==> src/obff_pkg.sv <==
// ----------------------------------------------------------------------------
// obff_pkg
// Shared widths, types and register indexes of the oriented box force field.
// ----------------------------------------------------------------------------
`timescale 1ns / 1ps
`default_nettype none

package obff_pkg;

    localparam int ROT_W = 54;

    localparam logic [2:0] REG_CENTER   = 3'd0;
    localparam logic [2:0] REG_ROTATION = 3'd1;
    localparam logic [2:0] REG_HALF_EXT = 3'd2;
    localparam logic [2:0] REG_FORCE    = 3'd3;
    localparam logic [2:0] REG_GROUPS   = 3'd4;
    localparam logic [2:0] REG_MODE     = 3'd5;

    localparam logic [63:0] ROTATION_RESET = 64'd16384;

    typedef logic [2:0][16:0] v17_t;
    typedef logic [2:0][ROT_W-1:0] rot_vec_t;

    typedef struct packed {
        logic        pre;
        logic        active;
        logic [15:0] mass;
    } side_t;

    typedef struct packed {
        logic             wake_body;
        logic             applies;
        logic [2:0][31:0] frc;
    } res_t;

endpackage

`default_nettype wire

==> src/obff_out_buf.sv <==
// ----------------------------------------------------------------------------
// obff_out_buf
// Output register with a skid entry; its ready advances the whole pipeline.
// ----------------------------------------------------------------------------
`timescale 1ns / 1ps
`default_nettype none

module obff_out_buf (
    input  wire logic            aclk,
    input  wire logic            aresetn,
    input  wire logic            in_valid,
    input  wire obff_pkg::res_t  in_res,
    output logic                 ready,
    output logic                 out_valid,
    output obff_pkg::res_t       out_res,
    input  wire logic            out_ready
);

    logic           main_valid_reg;
    logic           skid_valid_reg;
    obff_pkg::res_t main_reg;
    obff_pkg::res_t skid_reg;
    logic           push;
    logic           pop;

    assign ready     = ~skid_valid_reg;
    assign push      = ready & in_valid;
    assign pop       = main_valid_reg & out_ready;
    assign out_valid = main_valid_reg;
    assign out_res   = main_reg;

    always_ff @(posedge aclk) begin
        if (!aresetn) begin
            main_valid_reg <= 1'b0;
            skid_valid_reg <= 1'b0;
        end else if (skid_valid_reg) begin
            if (pop) begin
                skid_valid_reg <= 1'b0;
            end
        end else if (push) begin
            if (main_valid_reg && !pop) begin
                skid_valid_reg <= 1'b1;
            end else begin
                main_valid_reg <= 1'b1;
            end
        end else if (pop) begin
            main_valid_reg <= 1'b0;
        end
    end

    always_ff @(posedge aclk) begin
        if (skid_valid_reg) begin
            if (pop) begin
                main_reg <= skid_reg;
            end
        end else if (push) begin
            if (main_valid_reg && !pop) begin
                skid_reg <= in_res;
            end else begin
                main_reg <= in_res;
            end
        end
    end

endmodule

`default_nettype wire

==> config.mk <==
export PLATFORM = sky130hd
export DESIGN_NAME = obff_out_buf
export DESIGN_NICKNAME = d
export VERILOG_FILES = /design/src/obff_pkg.sv /design/src/obff_out_buf.sv
export SDC_FILE = /design/constraint.sdc
export NUM_CORES = 1
export LEC_CHECK = 0
export BUFFER_PORTS_ARGS = -buffer_cell sky130_fd_sc_hd__buf_2
export CAP_MARGIN = 30
export CORE_UTILIZATION = 52
export DETAILED_ROUTE_END_ITERATION = 8
export PLACE_DENSITY = 0.83
export SYNTH_ARGS = -nofsm -noshare
export SYNTH_HDL_FRONTEND = slang
export SYNTH_SLANG_ARGS = --single-unit
==> constraint.sdc <==
create_clock -name aclk -period 9.4 [get_ports aclk]
set_input_delay 2.35 -clock aclk [delete_from_list [all_inputs] [get_ports aclk]]
set_output_delay 2.35 -clock aclk [all_outputs]
set_load 0.005 [all_outputs]
* After elaboration in Yosys (flattened, before gate mapping) *
Index checks and enable logic that the tools add are counted.

word-level totals
  word-level logic and storage cells = 36
  bits of input ports = 102
  output and inout bits = 100
  register bits after elaboration = 198

operators by class
  reductions and logical operators = 7
  equal/unequal tests = 3
  multiplexer cells = 11
  bitwise gates (word level) = 3

operators with widths
  cell                                                                     count
  98-bit two-way mux                                                       4
  3-bit AND reduction                                                      3
  1-bit two-way mux                                                        7
  2-bit inequality test, second input constant                             2
  2-bit nonzero test                                                       2
  1-bit bitwise AND                                                        2
  2-bit by 1-bit inequality test with 1-bit output, second input constant  1
  1-bit logical AND                                                        1
  1-bit zero test                                                          1
  1-bit inverter                                                           1

* Depth between registers and ports, before layout *
Gate-level depths: netlist of the first run.

  depth after elaboration = 6
  depth in mapped cells = 4
  depth with buffers taken out = 2

* Worst setup path after synthesis of the first run *
OpenSTA, ideal clock, no wires.

  path kind = input port to flip-flop
  start point = in in_valid
  end point = reg main_reg, in the netlist out_res[0] (enable)
  arrival time = 7162 ps
  path buffers = 0
  setup slack = 1651 ps
  stages = 2
  cell sequence = mux2i_1 -> a21oi_1

on the way
  longest elaborated chain between the ends = 3

RTL lines
  item                           RTL line            source
  start: declaration             obff_out_buf.sv:11  input wire logic in_valid,
  1-bit bitwise AND              obff_out_buf.sv:27  assign push = ready & in_valid;
  2-bit nonzero test (no line)   --
  3-bit AND reduction (no line)  --
  end signal: assignment         obff_out_buf.sv:54  main_reg <= skid_reg;
  end signal: assignment         obff_out_buf.sv:60  main_reg <= in_res;
  end: declaration               obff_out_buf.sv:21  obff_pkg::res_t main_reg;

No other way between the ends.
A chain may end at the register's enable or synchronous reset.

* Worst setup path in the final report of the first run *
  start point = in in_valid
  end point = reg main_reg, in the netlist out_res[94] (enable)

The elaborated chain is that of the path after synthesis.

==> results.yml, run 1 <==
pwr:
  power_switching_mw: 0.3904
  combPwrFrac_pct: 7.3
  total_power_mw: 1.969
  power_density_mw_per_mm2: 218.1
  power.leakage_nw: 3.357
  ir_drop_mv: 0.1800
  p_sw_share_pct: 19.83
  p_clk_share_pct: 39.2
  intPower_mw: 1.579
  p_seq_share_pct: 53.5
sta:
  relSlewSlack_pct: 49.49
  hold_viol: 0
  whs_ns: 0.5465
  tns_ns: 0
  fmax_mhz: 254.4
  finalMaxSlewViolations: 0
  finalCritPeriodShare_pct: 41.82
  rsz0062_at_grt: "false"
  tightest_slew_ns: 0.7577
  min_period_ns: 3.931
  setup_viol: 0
  fin_skew_ns: 0.007689
drt:
  vias: 3729
  wl_per_cell_um: 17.90
  route.detailed.drc: 0
  postRouteAntennaNets: 0
  drtIter0Drc: 267
  avgViaCountPerCell: 5.165
  postRouteWirelength_um: 12920
  firstDrtPassIters: 7
global_routing:
  grt_max_degree: 58
  grt_pass1_wl_um: 19750
  met2_usage_pct: 28.68
  groute.usage.overall_pct: 18.58
  top_usage_layer: "met2"
  grt_pass1_vias: 3791
  met1_usage_pct: 25.08
  grtUsageMet3_pct: 5.466
  grt_antenna_before_repair: 0
  overflow: 0
setup_path:
  worstPathArrival_ns: 3.98
  path_class: "primary input to register"
  reg2reg_from: "skid_valid_reg"
  worst_ep_required_time_ns: 9.45
  reg2reg_to: "out_res[94]"
  start_kind: "primary input"
  r2r_slack_ns: 6.64
  worstPathMaxFanout: 52
  end_kind: "register"
  ff2ff_path_depth: 4
synth:
  avgSynthCellArea_um2: 22.57
  async_flop_share_pct: 0
  synth.most_common_cell: "edfxtp_1"
  yosysUniqueCellTypes: 15
  synthesis.instances: 319
  ys_seq_elements: 198
  ys.flop_type: "edfxtp_1"
  synth_top_area_share_pct: 81.74
  synthTopCellsByArea: "edfxtp_1 82%, mux2_2 15%, buf_6 1.1%"
  synth_common_cells: "196 x edfxtp_1, 98 x mux2_2, 7 x buf_6, 3 x buf_2, 3 x inv_1"
  synth_edf_count: 196
  yosys_warnings: 0
  synth_area_mm2: 0.007201
  ys_seq_area_share_pct: 82.29
  syn-num-nets: 421
  yosysTopAreaCell: "edfxtp_1"
min_path:
  hp-class: "register to register"
  min_from: "skid_reg[13]"
  min_to: "out_res[13]"
  holdPathStages: 1
die:
  die_y_um: 119.7
  floorplan.die_area_mm2: 0.01432
  top_level_ports: 202
  fp.dieW_um: 119.7
  core_mm2: 0.01335
  start_util_pct: 53.95
  rows: 42
final_layout:
  area_delta_synth_final_pct: 25.40
  fin_nets: 635
  diodes: 0
  drive_gt1_share_pct: 61.72
  fin_util_pct: 67.65
place:
  portBuffers: 201
  gp_congestion: 0.7384
  dp_hpwl_um: 8504
cts:
  htreeDepth: 4
  cts_sinks: 198
  postCtsSetupBuffers: 0
  root_buffer: "clkbuf_16"
  clk_pin_slew_worst_paths_ns: 0.06
  clock_latency_ns: 0.42
  cts_buffers: 17
  cts_resized: 0
  cts.hold.buffers_added: 0
  clockBufferDepth: 2
  cts_tree: "done"
status:
  outcome: "completed"
run:
  max_cap_viol_count: 0
placed cells by master (no fill, tap or decap):
cell / synthesis / final
buf_12: 0 / 1
mux2i_1: 1 / 1
clkinv_1: 0 / 1
edfxtp_1: 196 / 196
a21oi_1: 2 / 1
nand3b_1: 1 / 1
mux2_2: 98 / 98
clkinv_2: 0 / 3
buf_4: 1 / 4
nor2b_1: 1 / 1
bufinv_16: 0 / 5
dfxtp_4: 0 / 1
clkbuf_1: 0 / 1
nand2_1: 1 / 1
inv_1: 3 / 3
clkbuf_16: 0 / 17
dfxtp_1: 2 / 1
buf_2: 3 / 201
a21oi_4: 0 / 1
and4_4: 0 / 1
clkinv_4: 0 / 1
clkinvlp_4: 0 / 4
o21ai_0: 1 / 1
a211oi_1: 1 / 1
critical path: stages:
cell	delay, ns
buf_2	0.12
mux2i_1	0.11
a21oi_4	0.16
buf_4	0.51
buf_4	0.65
logic make-up after synthesis:
family	synth area share [%]
simple gates	0.3650
compound gates	0.3127
mux	15.46
flops	82.29
buf+inv	1.564
through the flow:
stage / cells / instance area, um2 / setup slack, ns
final: 722 / 9030 / 5.469
after global routing: 722 / 9030 / 5.325
after detailed placement: 690 / 8393 / 5.045
after global placement: 689 / 8373 / 5.112
after CTS: 722 / 9030 / 5.452
after floorplan: 319 / 7201 / 1.651
worst max-delay path by stage:
stage                     cells past startpoint  startpoint           to  slack (ns)
after CTS                                     5    in_valid  out_res[92]        5.45
after global placement                        5    in_valid  out_res[92]        5.11
final                                         5    in_valid  out_res[94]        5.47
after global routing                          5    in_valid  out_res[96]        5.32
after floorplan                               2    in_valid   out_res[0]        1.65
after detailed placement                      5    in_valid  out_res[97]        5.05
per-layer routing:
layer / routed length (um) / part of all wire, % / up-vias
met5: 0 / 0 / -
met4: 212 / 1.6 / 0
met3: 881 / 6.8 / 17
met2: 6181 / 48 / 154
met1: 5648 / 44 / 1855
li1: - / - / 1703
power groups by stage:
stage / clock network (mW) / logic (mW) / registers [mW]
floorplan: 0 / 0.0662 / 1.08
finish: 0.771 / 0.144 / 1.05
detailed placement: 0 / 0.145 / 1.07
global route: 0.816 / 0.157 / 1.06
CTS: 0.787 / 0.147 / 1.05
global placement: 0 / 0.139 / 1.07
cell type report:
| type | instances | area, um2 |
|---|---|---|
| fill | 883 | 4318 |
| clock inverter | 14 | 207.7 |
| multi-input combinational | 107 | 1176 |
| timing repair buffer | 206 | 1056 |
| sequential | 198 | 5929 |
| tap | 176 | 220.2 |
| inverter | 3 | 11.26 |
| clock buffer | 18 | 429.2 |
(Power assumes the default switching activity.)
==> run 2: changes to the inputs <==
--- a/config.mk
+++ b/config.mk
@@ -5,11 +5,12 @@
 export SDC_FILE = /design/constraint.sdc
 export NUM_CORES = 1
 export LEC_CHECK = 0
+export ABC_AREA = 1
 export BUFFER_PORTS_ARGS = -buffer_cell sky130_fd_sc_hd__buf_2
 export CAP_MARGIN = 30
-export CORE_UTILIZATION = 52
+export CORE_UTILIZATION = 47
 export DETAILED_ROUTE_END_ITERATION = 8
-export PLACE_DENSITY = 0.83
+export PLACE_DENSITY = 0.79
 export SYNTH_ARGS = -nofsm -noshare
 export SYNTH_HDL_FRONTEND = slang
 export SYNTH_SLANG_ARGS = --single-unit
==> constraint.sdc (replaced) <==
create_clock -name aclk -period 3.5 [get_ports aclk]
set_input_delay 0.875 -clock aclk [delete_from_list [all_inputs] [get_ports aclk]]
set_output_delay 0.875 -clock aclk [all_outputs]
set_load 0.005 [all_outputs]
==> results.yml, run 2 <==
setup_path:
  end_kind: "primary output"
  path_buf_inv: 2
  worstPathMaxFanout: 30
  slowest_stage: "dfxtp_4"
  path_class: "register to primary output"
  critical-path-max-stage-delay_ns: 0.36
  worstPathArrival_ns: 1.38
  worst_ep_required_time_ns: 2.62
  path_cells: "clkinv_2 > buf_2"
  start_kind: "register"
  cp_top_family: "buffers and inverters"
cts:
  htreeDepth: 4
  cts_tree: "done"
  cts_sinks: 198
  postCtsSetupBuffers: 0
  clockBufferDepth: 2
  clk_pin_slew_worst_paths_ns: 0.07
  root_buffer: "clkbuf_16"
  clock_latency_ns: 0.43
  cts.hold.buffers_added: 0
  cts_buffers: 17
  cts_resized: 0
drt:
  firstDrtPassIters: 4
  postRouteAntennaNets: 0
  vias: 4423
  wl_per_cell_um: 14.38
  postRouteWirelength_um: 13410
  avgViaCountPerCell: 4.741
  route.detailed.drc: 0
  drtIter0Drc: 355
synth:
  avgSynthCellArea_um2: 13.58
  synth.most_common_cell: "nand2_1"
  ys_seq_elements: 198
  ys_seq_area_share_pct: 81.99
  async_flop_share_pct: 0
  synth_area_mm2: 0.007227
  synth_common_cells: "301 x nand2_1, 196 x edfxtp_1, 10 x buf_4, 6 x clkbuf_1, 6 x inv_1"
  ys.flop_type: "edfxtp_1"
  yosysUniqueCellTypes: 11
  yosys_warnings: 0
  synthesis.instances: 532
  synth_top_area_share_pct: 81.44
  synthTopCellsByArea: "edfxtp_1 81%, nand2_1 16%, buf_4 1.0%"
  synth_edf_count: 196
  yosysTopAreaCell: "edfxtp_1"
  syn-num-nets: 634
global_routing:
  grt_antenna_before_repair: 2
  grt_pass1_wl_um: 20990
  grt_pass1_vias: 4279
  grt_max_degree: 100
  groute.usage.overall_pct: 17.63
  overflow: 0
die:
  floorplan.die_area_mm2: 0.01588
  fp.dieW_um: 126
  core_mm2: 0.01475
  top_level_ports: 202
  start_util_pct: 48.98
  die_y_um: 126
  rows: 44
sta:
  tns_ns: 0
  relSlewSlack_pct: 49.50
  finalCritPeriodShare_pct: 64.49
  tightest_slew_ns: 0.7575
  min_period_ns: 2.257
  fin_skew_ns: 0.02156
  fmax_mhz: 443.0
  finalMaxSlewViolations: 0
  rsz0062_at_grt: "false"
  setup_viol: 0
  hold_viol: 0
  whs_ns: 0.5151
place:
  dp_hpwl_um: 8411
  gp_congestion: 0.7347
  placed_area_mm2: 0.008414
  portBuffers: 201
final_layout:
  mostFrequentLayoutCell: "nand2_1"
  area_delta_synth_final_pct: 24.64
  fin_area_mm2: 0.009007
  fin_nets: 838
  layout_common_cells: "301 x nand2_1, 201 x buf_2, 196 x edfxtp_1"
  drive_gt1_share_pct: 31.82
pwr:
  total_power_mw: 5.009
  ir_drop_mv: 0.3113
  power_density_mw_per_mm2: 556.1
  power.leakage_nw: 3.837
status:
  outcome: "completed"
run:
  max_cap_viol_count: 0
min_path:
  hp-class: "register to register"
run 2: changes by cell type after synthesis, sizes merged:
cell	change
inv	+4
mux2	-98
clkbuf	+6
mux2i	-1
nor2	+2
a211oi	-1
buf	+4
nand2	+300
nand3b	-1
nor2b	-1
and4	-1
nand3	+1
o21ai	-1
run 2: worst paths after layout:
kind | cells past startpoint | slack (ns) | endpoint | start
worst min register to register | 2 | 0.52 | out_res[45] | skid_reg[45]
worst max-delay path | 2 | 1.24 | ready | skid_valid_reg
worst max register to register | 4 | 1.61 | out_res[10] | skid_valid_reg
worst min-delay path | 2 | 0.52 | out_res[45] | skid_reg[45]
run 2: final cells by class:
type,instances,area [um2]
Multi-Input combinational cell,306,1164
Antenna cell,1,2.502
Tap cell,184,230.2
Inverter,7,30.03
Clock buffer,19,432.9
Sequential cell,198,5929
Fill cell,1180,5747
Clock inverter,12,130.1
Timing Repair Buffer,206,1089
run 2: kinds of logic after synthesis:
| kind of cell | Yosys count | synth area share, % |
|---|---|---|
| compound gates | 2 | 0.1385 |
| buf+inv | 28 | 2.060 |
| flops | 198 | 81.99 |
| simple gates | 304 | 15.81 |
run 2: metal layers:
layer  share of wire (%)  global-route usage (%)  vias up
met4                 1.1                   7.087        0
met5                   0                       0        -
met2                  50                   28.53      182
li1                    -                       -     2195
met3                 7.3                   6.075       12
met1                  41                   21.79     2034
run 2: report_power, final:
group	internal [mW]	total [mW]	switching, mW
Combinational	0.143	0.351	0.208
Clock	1.05	1.86	0.811
Sequential	2.76	2.80	0.0341
Total	3.96	5.01	1.05
run 2: per-stage QoR:
step	worst slack (ns)	util [%]	instances
floorplan	-0.04172	-	532
detailed placement	1.201	57.03	900
CTS	1.207	60.85	931
global placement	1.248	57.03	900
finish	1.243	61.05	933
global route	1.151	61.03	932
run 2: worst register-to-register path, stage by stage, from the launching register on:
cell and delay [ns]:
dfxtp_4 0.36, clkinv_2 0.28, nand2_1 0.18, a21oi_4 0.18
buf_12 0.41
